File: config.mk
export PLATFORM = sky130hd
export DESIGN_NAME = hfs_mixer
export DESIGN_NICKNAME = d
export VERILOG_FILES = /design/src/rtl/core/hfs_pkg.sv /design/src/rtl/core/hfs_mixer.sv
export SDC_FILE = /design/constraint.sdc
export NUM_CORES = 2
export LEC_CHECK = 0
export BUFFER_PORTS_ARGS = -buffer_cell sky130_fd_sc_hd__buf_2
export CAP_MARGIN = 20
export CORE_ASPECT_RATIO = 1.75
export CORE_MARGIN = 5
export CORE_UTILIZATION = 64
export CTS_BUF_LIST = sky130_fd_sc_hd__clkbuf_2
export DETAILED_ROUTE_END_ITERATION = 10
export PLACE_DENSITY = 0.81
export SLEW_MARGIN = 20
export SYNTH_ARGS = -nofsm -noshare
export SYNTH_HDL_FRONTEND = slang
export SYNTH_SLANG_ARGS = --single-unit
File: constraint.sdc
create_clock -name i_clk -period 12.29 [get_ports i_clk]
set_input_delay 0.6145 -clock i_clk [delete_from_list [all_inputs] [get_ports i_clk]]
set_output_delay 0.6145 -clock i_clk [all_outputs]
set_load 0.05 [all_outputs]
File: src/rtl/core/hfs_pkg.sv
`timescale 1ns / 1ps
package hfs_pkg;

    localparam int TAPS       = 31;
    localparam int CENTER     = TAPS / 2;
    localparam int SAMPLE_W   = 16;
    localparam int COEF_W     = 16;
    localparam int TRIG_W     = 16;
    localparam int PROD_W     = SAMPLE_W + COEF_W;
    localparam int ACC_W      = PROD_W + $clog2(TAPS);
    localparam int PHASE_W    = 32;
    localparam int SINE_DEPTH = 1024;
    localparam int SINE_AW    = $clog2(SINE_DEPTH);
    localparam int GAIN_W     = 16;
    localparam int FRAC_W     = 15;
    localparam int CFG_IDX_W  = 2;
    localparam int CFG_DATA_W = 32;

    localparam logic [PHASE_W-1:0] PHASE_INC_RESET = PHASE_W'(32'd8947849);
    localparam logic [GAIN_W-1:0]  MIX_GAIN_RESET  = GAIN_W'(16'd22938);

    // Q2.30 constants for the table generators
    localparam logic [63:0] PI_Q30      = 64'd3373259426;
    localparam logic [63:0] TWO_PI_Q30  = 64'd2 * PI_Q30;
    localparam logic [63:0] HALF_PI_Q30 = PI_Q30 / 64'd2;
    localparam logic [63:0] WIN_A_Q30   = 64'd579820585;
    localparam logic [63:0] WIN_B_Q30   = 64'd493921239;

    typedef enum logic [CFG_IDX_W-1:0] {
        CFG_PHASE_INC = 2'd0,
        CFG_MIX_GAIN  = 2'd1
    } t_cfg_index;

    typedef struct packed {
        logic advance;  // every stage moves one place
        logic load;     // a new sample enters with this move
    } t_pipe_ctrl;

    // Restoring long division, truncating; builds the tap constants
    function automatic logic [63:0] long_div(input logic [63:0] num, input logic [63:0] den);
        logic [63:0] q;
        logic [64:0] r;
        q = '0;
        r = '0;
        for (int i = 63; i >= 0; i--) begin
            r = {r[63:0], num[i]};
            if (r >= {1'b0, den}) begin
                r    = r - {1'b0, den};
                q[i] = 1'b1;
            end
        end
        return q;
    endfunction

    // Taylor series to the x^13 term, x in [0, pi/2], Q2.30, truncating steps
    function automatic logic [63:0] sin_mag_q30(input logic [63:0] x);
        logic [63:0] x2;
        logic [63:0] t;
        logic [63:0] s;
        x2 = (x * x) >> 30;
        s  = x;
        t  = ((x * x2) >> 30) / 64'd6;
        s  = s - t;
        t  = ((t * x2) >> 30) / 64'd20;
        s  = s + t;
        t  = ((t * x2) >> 30) / 64'd42;
        s  = s - t;
        t  = ((t * x2) >> 30) / 64'd72;
        s  = s + t;
        t  = ((t * x2) >> 30) / 64'd110;
        s  = s - t;
        t  = ((t * x2) >> 30) / 64'd156;
        s  = s + t;
        return s;
    endfunction

    function automatic logic signed [63:0] sin_q30(input logic [63:0] angle);
        logic [63:0] a;
        logic        neg;
        logic [63:0] m;
        a   = angle % TWO_PI_Q30;
        neg = 1'b0;
        if (a >= PI_Q30) begin
            neg = 1'b1;
            a   = a - PI_Q30;
        end
        if (a > HALF_PI_Q30) begin
            a = PI_Q30 - a;
        end
        m = sin_mag_q30(a);
        return neg ? -$signed(m) : $signed(m);
    endfunction

    // Q1.15 sine table entry j, rounded half up
    function automatic logic signed [TRIG_W-1:0] sine_entry(input int j);
        logic [63:0]        angle;
        logic signed [63:0] s;
        logic [63:0]        mag;
        logic [63:0]        q;
        angle = (TWO_PI_Q30 * 64'(j)) / SINE_DEPTH;
        s     = sin_q30(angle);
        mag   = (s < 0) ? 64'(-s) : 64'(s);
        q     = (mag * 64'd32767 + (64'd1 << 29)) >> 30;
        if (q > 64'd32767) begin
            q = 64'd32767;
        end
        return (s < 0) ? -$signed(TRIG_W'(q)) : $signed(TRIG_W'(q));
    endfunction

    // Hamming-windowed Hilbert tap, Q1.15, zero at the center
    function automatic logic signed [COEF_W-1:0] hilbert_coef(input int k);
        int                 n;
        logic [63:0]        angle;
        logic signed [63:0] c;
        logic [63:0]        w;
        logic [63:0]        an;
        logic [63:0]        num;
        logic [63:0]        den;
        logic [63:0]        h;
        n = k - CENTER;
        if (n == 0) begin
            return '0;
        end
        angle = (TWO_PI_Q30 * 64'(k)) / (TAPS - 1);
        c     = sin_q30(angle + HALF_PI_Q30);
        if (c >= 0) begin
            w = WIN_A_Q30 - ((WIN_B_Q30 * 64'(c)) >> 30);
        end else begin
            w = WIN_A_Q30 + ((WIN_B_Q30 * 64'(-c)) >> 30);
        end
        an  = (n < 0) ? 64'(-n) : 64'(n);
        num = 64'd2 * w * 64'd32768;
        den = PI_Q30 * an;
        h   = long_div(num + (den >> 1), den);
        return (n < 0) ? -$signed(COEF_W'(h)) : $signed(COEF_W'(h));
    endfunction

endpackage

File: src/rtl/core/hfs_mixer.sv
`timescale 1ns / 1ps
module hfs_mixer
    import hfs_pkg::*;
(
    input  logic                       i_clk,
    input  logic                       i_rst_n,
    input  t_pipe_ctrl                 i_ctrl,
    input  logic signed [SAMPLE_W-1:0] i_dry,
    input  logic signed [ACC_W-1:0]    i_fir_sum,
    input  logic signed [TRIG_W-1:0]   i_sin,
    input  logic signed [TRIG_W-1:0]   i_cos,
    input  logic [GAIN_W-1:0]          i_gain,
    output logic                       o_valid,
    output logic signed [SAMPLE_W-1:0] o_audio
);

    localparam int IMAG_W  = ACC_W - FRAC_W;
    localparam int DC_W    = SAMPLE_W + TRIG_W;
    localparam int IS_W    = IMAG_W + TRIG_W;
    localparam int DIFF_W  = ((DC_W > IS_W) ? DC_W : IS_W) + 1;
    localparam int SHIFT_W = DIFF_W - FRAC_W;
    localparam int G_W     = FRAC_W + 2;
    localparam int WET_W   = G_W + SHIFT_W;
    localparam int DRYP_W  = G_W + SAMPLE_W;
    localparam int MIX_W   = ((WET_W > DRYP_W) ? WET_W : DRYP_W) + 1;
    localparam int Y_W     = MIX_W - FRAC_W;

    localparam logic signed [G_W-1:0] Unity   = G_W'(2 ** FRAC_W);
    localparam logic signed [Y_W-1:0] OutMax  = Y_W'(2 ** (SAMPLE_W - 1) - 1);
    localparam logic signed [Y_W-1:0] OutMin  = -Y_W'(2 ** (SAMPLE_W - 1));

    logic r1_valid;
    logic r2_valid;
    logic r3_valid;
    logic r4_valid;
    logic r_out_valid;

    logic signed [SAMPLE_W-1:0] r1_dry;
    logic signed [SAMPLE_W-1:0] r2_dry;
    logic signed [SAMPLE_W-1:0] r3_dry;
    logic signed [DC_W-1:0]     r2_dc;
    logic signed [IS_W-1:0]     r2_is;
    logic signed [SHIFT_W-1:0]  r3_shift;
    logic signed [WET_W-1:0]    r4_wet;
    logic signed [DRYP_W-1:0]   r4_dryp;
    logic signed [SAMPLE_W-1:0] r_out;

    logic signed [ACC_W-1:0]  w_acc_rnd;
    logic signed [IMAG_W-1:0] w_imag;
    logic signed [DIFF_W-1:0] w_diff_rnd;
    logic signed [G_W-1:0]    w_g;
    logic signed [G_W-1:0]    w_gd;
    logic signed [MIX_W-1:0]  w_mix_rnd;
    logic signed [Y_W-1:0]    w_y;
    logic signed [SAMPLE_W-1:0] w_sat;

    // round half up, then drop the fraction
    assign w_acc_rnd  = i_fir_sum + ACC_W'(2 ** (FRAC_W - 1));
    assign w_imag     = $signed(w_acc_rnd[ACC_W-1:FRAC_W]);
    assign w_diff_rnd = DIFF_W'(r2_dc) - DIFF_W'(r2_is) + DIFF_W'(2 ** (FRAC_W - 1));

    // gain above unity acts as unity
    assign w_g  = ({1'b0, i_gain} > (GAIN_W + 1)'(2 ** FRAC_W)) ? Unity : G_W'(i_gain);
    assign w_gd = Unity - w_g;

    assign w_mix_rnd = MIX_W'(r4_wet) + MIX_W'(r4_dryp) + MIX_W'(2 ** (FRAC_W - 1));
    assign w_y       = $signed(w_mix_rnd[MIX_W-1:FRAC_W]);

    always_comb begin
        if (w_y > OutMax) begin
            w_sat = OutMax[SAMPLE_W-1:0];
        end else if (w_y < OutMin) begin
            w_sat = OutMin[SAMPLE_W-1:0];
        end else begin
            w_sat = w_y[SAMPLE_W-1:0];
        end
    end

    always_ff @(posedge i_clk) begin
        if (!i_rst_n) begin
            r1_valid    <= 1'b0;
            r2_valid    <= 1'b0;
            r3_valid    <= 1'b0;
            r4_valid    <= 1'b0;
            r_out_valid <= 1'b0;
        end else if (i_ctrl.advance) begin
            r1_valid    <= i_ctrl.load;
            r2_valid    <= r1_valid;
            r3_valid    <= r2_valid;
            r4_valid    <= r3_valid;
            r_out_valid <= r4_valid;
        end
    end

    always_ff @(posedge i_clk) begin
        if (i_ctrl.advance) begin
            r1_dry   <= i_dry;
            r2_dry   <= r1_dry;
            r2_dc    <= r1_dry * i_cos;
            r2_is    <= w_imag * i_sin;
            r3_dry   <= r2_dry;
            r3_shift <= $signed(w_diff_rnd[DIFF_W-1:FRAC_W]);
            r4_wet   <= w_g * r3_shift;
            r4_dryp  <= w_gd * r3_dry;
            r_out    <= w_sat;
        end
    end

    assign o_valid = r_out_valid;
    assign o_audio = r_out;

endmodule

==> reports/summary.txt <==
Result of the run: complete, no violations
Library cells used by synthesis: 80
#FFs+latches synth: 237
CTS Buf Count: 57
Multiplexer share of the synthesized area: 0.154%
Setup CP Type: in -> reg
Routed vias: 42.7k
Setup Total Neg Slack: 0 ns
Nets: 8105
CP Data Arrival Time: 9.56 ns
Syn Inst Count: 6181
Crit-path max FO: 20
Post-CTS Setup Repair Bufs: 0
Cell Rows: 147
GRT Util Overall: 30.7%
Post-synth ARST share: 0%
Fill count: 6932
Post-synth top flop: edfxtp_1
TritonCTS clock tree: built
WL/cell: 19.6 um
Syn Area/Cell: 9.49 um2
Final Max Tran Viols: 0
Max Cap Viol: 0
Mapped Nets: 8062
DRT Wirelength: 146 mm
Pre-Repair DR Iteration Count: 6
Footprint of the multi-input gates: 0.0451 mm2
Endpoints failing setup: 0
Cell repeated most along the worst path: fa_1
RSZ-0062 raised after global routing: no
First DRT Iteration DRCs: 2131
DR DRC count: 0
CTS Buffer Depth: 3
Dpl hpwl: 119 mm
CP peak stage delay: 0.55 ns
Sequential cell area: 0.00707 mm2
Post-synth EDFFs: 232
Sequential share of the synthesized area: 12.0%
H-tree levels: 2
Layout cells sized above 1: 5.33%
Post-layout minimum cycle time: 8.79 ns
Root buf cell: clkbuf_2
Type of the most critical hold path: in -> reg
Vias per cell: 5.72
Yosys warns: 0
# clock sinks: 237
Post-DRT Antenna Nets: 0
Largest net degree at the start of global routing: 93
Post-CTS sizing: 0
XOR/XNOR Fraction of Synth Area: 3.34%
Slew HR: 31.3%
Congestion Overflow GR: 0
Peak Freq: 0.114 GHz
Vias in the first global route: 48.0k
Die ar.: 0.0981 mm2
Worst setup SP type: input port
Compound-cell area share of the yosys netlist: 5.14%
Boundary Pins: 122
Worst Max-Slew Pin Slew: 1.03 ns
Die width: 239 um
Layout Skew: 0.116 ns
CP required: 13.06 ns
Worst setup EP type: register
Clk pin slew, worst setup/hold paths: 0.12 ns
RD Place Congestion: 0.947
Fin crit share: 71.5%
Port Buffer Count: 107
Antenna violations before repair: 8
Largest family of logic cells by synthesized area: adder cells
Slowest-stage cell, CP: or4_1
Hold Fails Final Rpt: 0
Die height: 411 um
Post-synthesis cell area: 0.0587 mm2
Initial Util: 64.2%
Post-synthesis adder-cell area fraction: 54.0%
Simple-gate share of the synthesized area: 14.1%
Area grow syn2layout: 4.58%
Hold_buf cts: 18
First-pass GRT wire length: 236 mm
Core Region: 0.0914 mm2
Clk Latency, worst-skew pair: 1.07 ns
==> final cells by class <==
| class | instances | area share (%) |
|---|---|---|
| repair buffers | 186 | 1.93 |
| multi-input cells | 4188 | 73.5 |
| clock inverters | 28 | 0.483 |
| well taps | 1192 | 2.43 |
| flip-flops and latches | 237 | 11.5 |
| diodes | 5 | 0.0204 |
| clock buffers | 74 | 0.604 |
| inverters | 1554 | 9.51 |
==> flip-flops by register name (all words and copies together), names as in the netlist <==
name	count
r3_dry	16
r2_dc	32
r2_valid	1
r3_shift	24
r2_is	38
r4_valid	1
r4_wet	41
r1_valid	1
r4_dryp	33
o_valid	1
r3_valid	1
r2_dry	16
r1_dry	16
o_audio	16
==> cell families (layout without fill, tap and decap cells) <==
logic type / count (synthesis) / in the layout
adders and majority gates: 1776 / 1776
buffers and inverters: 1756 / 1842
and+or+nand+nor: 1722 / 1722
other: 0 / 5
xor gates and xnor gates: 224 / 224
muxes: 9 / 9
AOI/OAI and AO/OA: 457 / 457
DFF: 237 / 237
==> layout by cell type (no fill, tap or decap), drive strengths merged, types with 8 or more instances in the layout <==
master       count
a211oi          18
a21o            59
a21oi          139
a31oi            9
and2           453
and3            16
buf            168
clkbuf          74
clkinv          20
dlygate4sd3     18
edfxtp         232
fa            1261
ha             515
inv           1555
mux2i            9
nand2          864
nand2b          42
nand3           33
nand4           19
nor2           141
nor2b           42
nor3            38
nor4            12
o2111ai          8
o211ai          11
o21a            30
o21ai           92
o21bai          27
or2             28
or3             13
xnor2          170
xor2            54
==> per-stage QoR <==
step | cell area, um2 | instances | utilization [%] | hold slack (ns) | worst slack [ns]
3_3_place_gp | 60500 | 7339 | 66.2 | 0.401 | 2.59
2_1_floorplan | 58700 | 6181 | - | 0.400 | 3.37
6_report | 61400 | 7464 | 67.1 | 0.197 | 3.50
3_5_place_dp | 60500 | 7339 | 66.2 | 0.406 | 2.59
4_1_cts | 61400 | 7459 | 67.1 | 0.0297 | 3.72
5_1_grt | 61400 | 7462 | 67.1 | 0.110 | 3.25
==> path summary, 6_finish.rpt <==
path | from | endpoint | slack, ns | depth (start not counted)
setup / recovery | i_gain[15] | r4_dryp[31]$_DFFE_PP_ | 3.50 | 31
hold / removal | i_cos[0] | r2_dc[0]$_DFFE_PP_ | 0.20 | 2
setup reg to reg | r3_shift[7]$_DFFE_PP_ | r4_wet[28]$_DFFE_PP_ | 4.91 | 19
hold reg to reg | r2_dry[5]$_DFFE_PP_ | r3_dry[5]$_DFFE_PP_ | 0.42 | 0
==> routing by layer <==
| metal | wire (um) | global-route usage (%) | vias to the layer above |
|---|---|---|---|
| met2 | 78300 | 56.2 | 1770 |
| li1 | - | - | 18600 |
| met5 | 27 | 0 | - |
| met1 | 44400 | 30.1 | 21500 |
| met4 | 15500 | 25.3 | 4 |
| met3 | 8150 | 4.30 | 817 |
==> critical path: cells and delay by family <==
kind / cells / cell delay [ns]
adders and majority gates: 7 / 3.38
AOI/OAI and AO/OA: 11 / 2.59
and+or+nand+nor: 5 / 1.53
buffers and inverters: 7 / 1.28
xor gates and xnor gates: 1 / 0.15
==> Yosys cell counts (all sizes together), types with 7 or more instances <==
cell type  number  area share [%]
nand2b         42            0.45
nor2          141            0.91
and2          453             4.8
nand3          33            0.28
ha            515              11
o21ai          92            0.85
a221oi          7            0.13
clkbuf        195             1.2
mux2i           9            0.15
xnor2         170             2.5
a21o           59            0.75
nor3           38            0.32
nor4           12            0.16
buf             7           0.079
a211oi         18            0.25
or3            13            0.15
nand2         864             5.5
o21a           30            0.38
nor2b          42            0.45
a31oi           9           0.096
o21bai         27            0.35
and3           16            0.17
or2            28            0.30
o211ai         11            0.14
a21oi         139             1.2
edfxtp        232              12
fa           1261              43
inv          1554             9.9
xor2           54            0.81
nand4          19            0.20
o2111ai         8            0.12
Power is not shown: default switching activity piles up to over one toggle a cycle in this logic, so the estimate is an artifact.
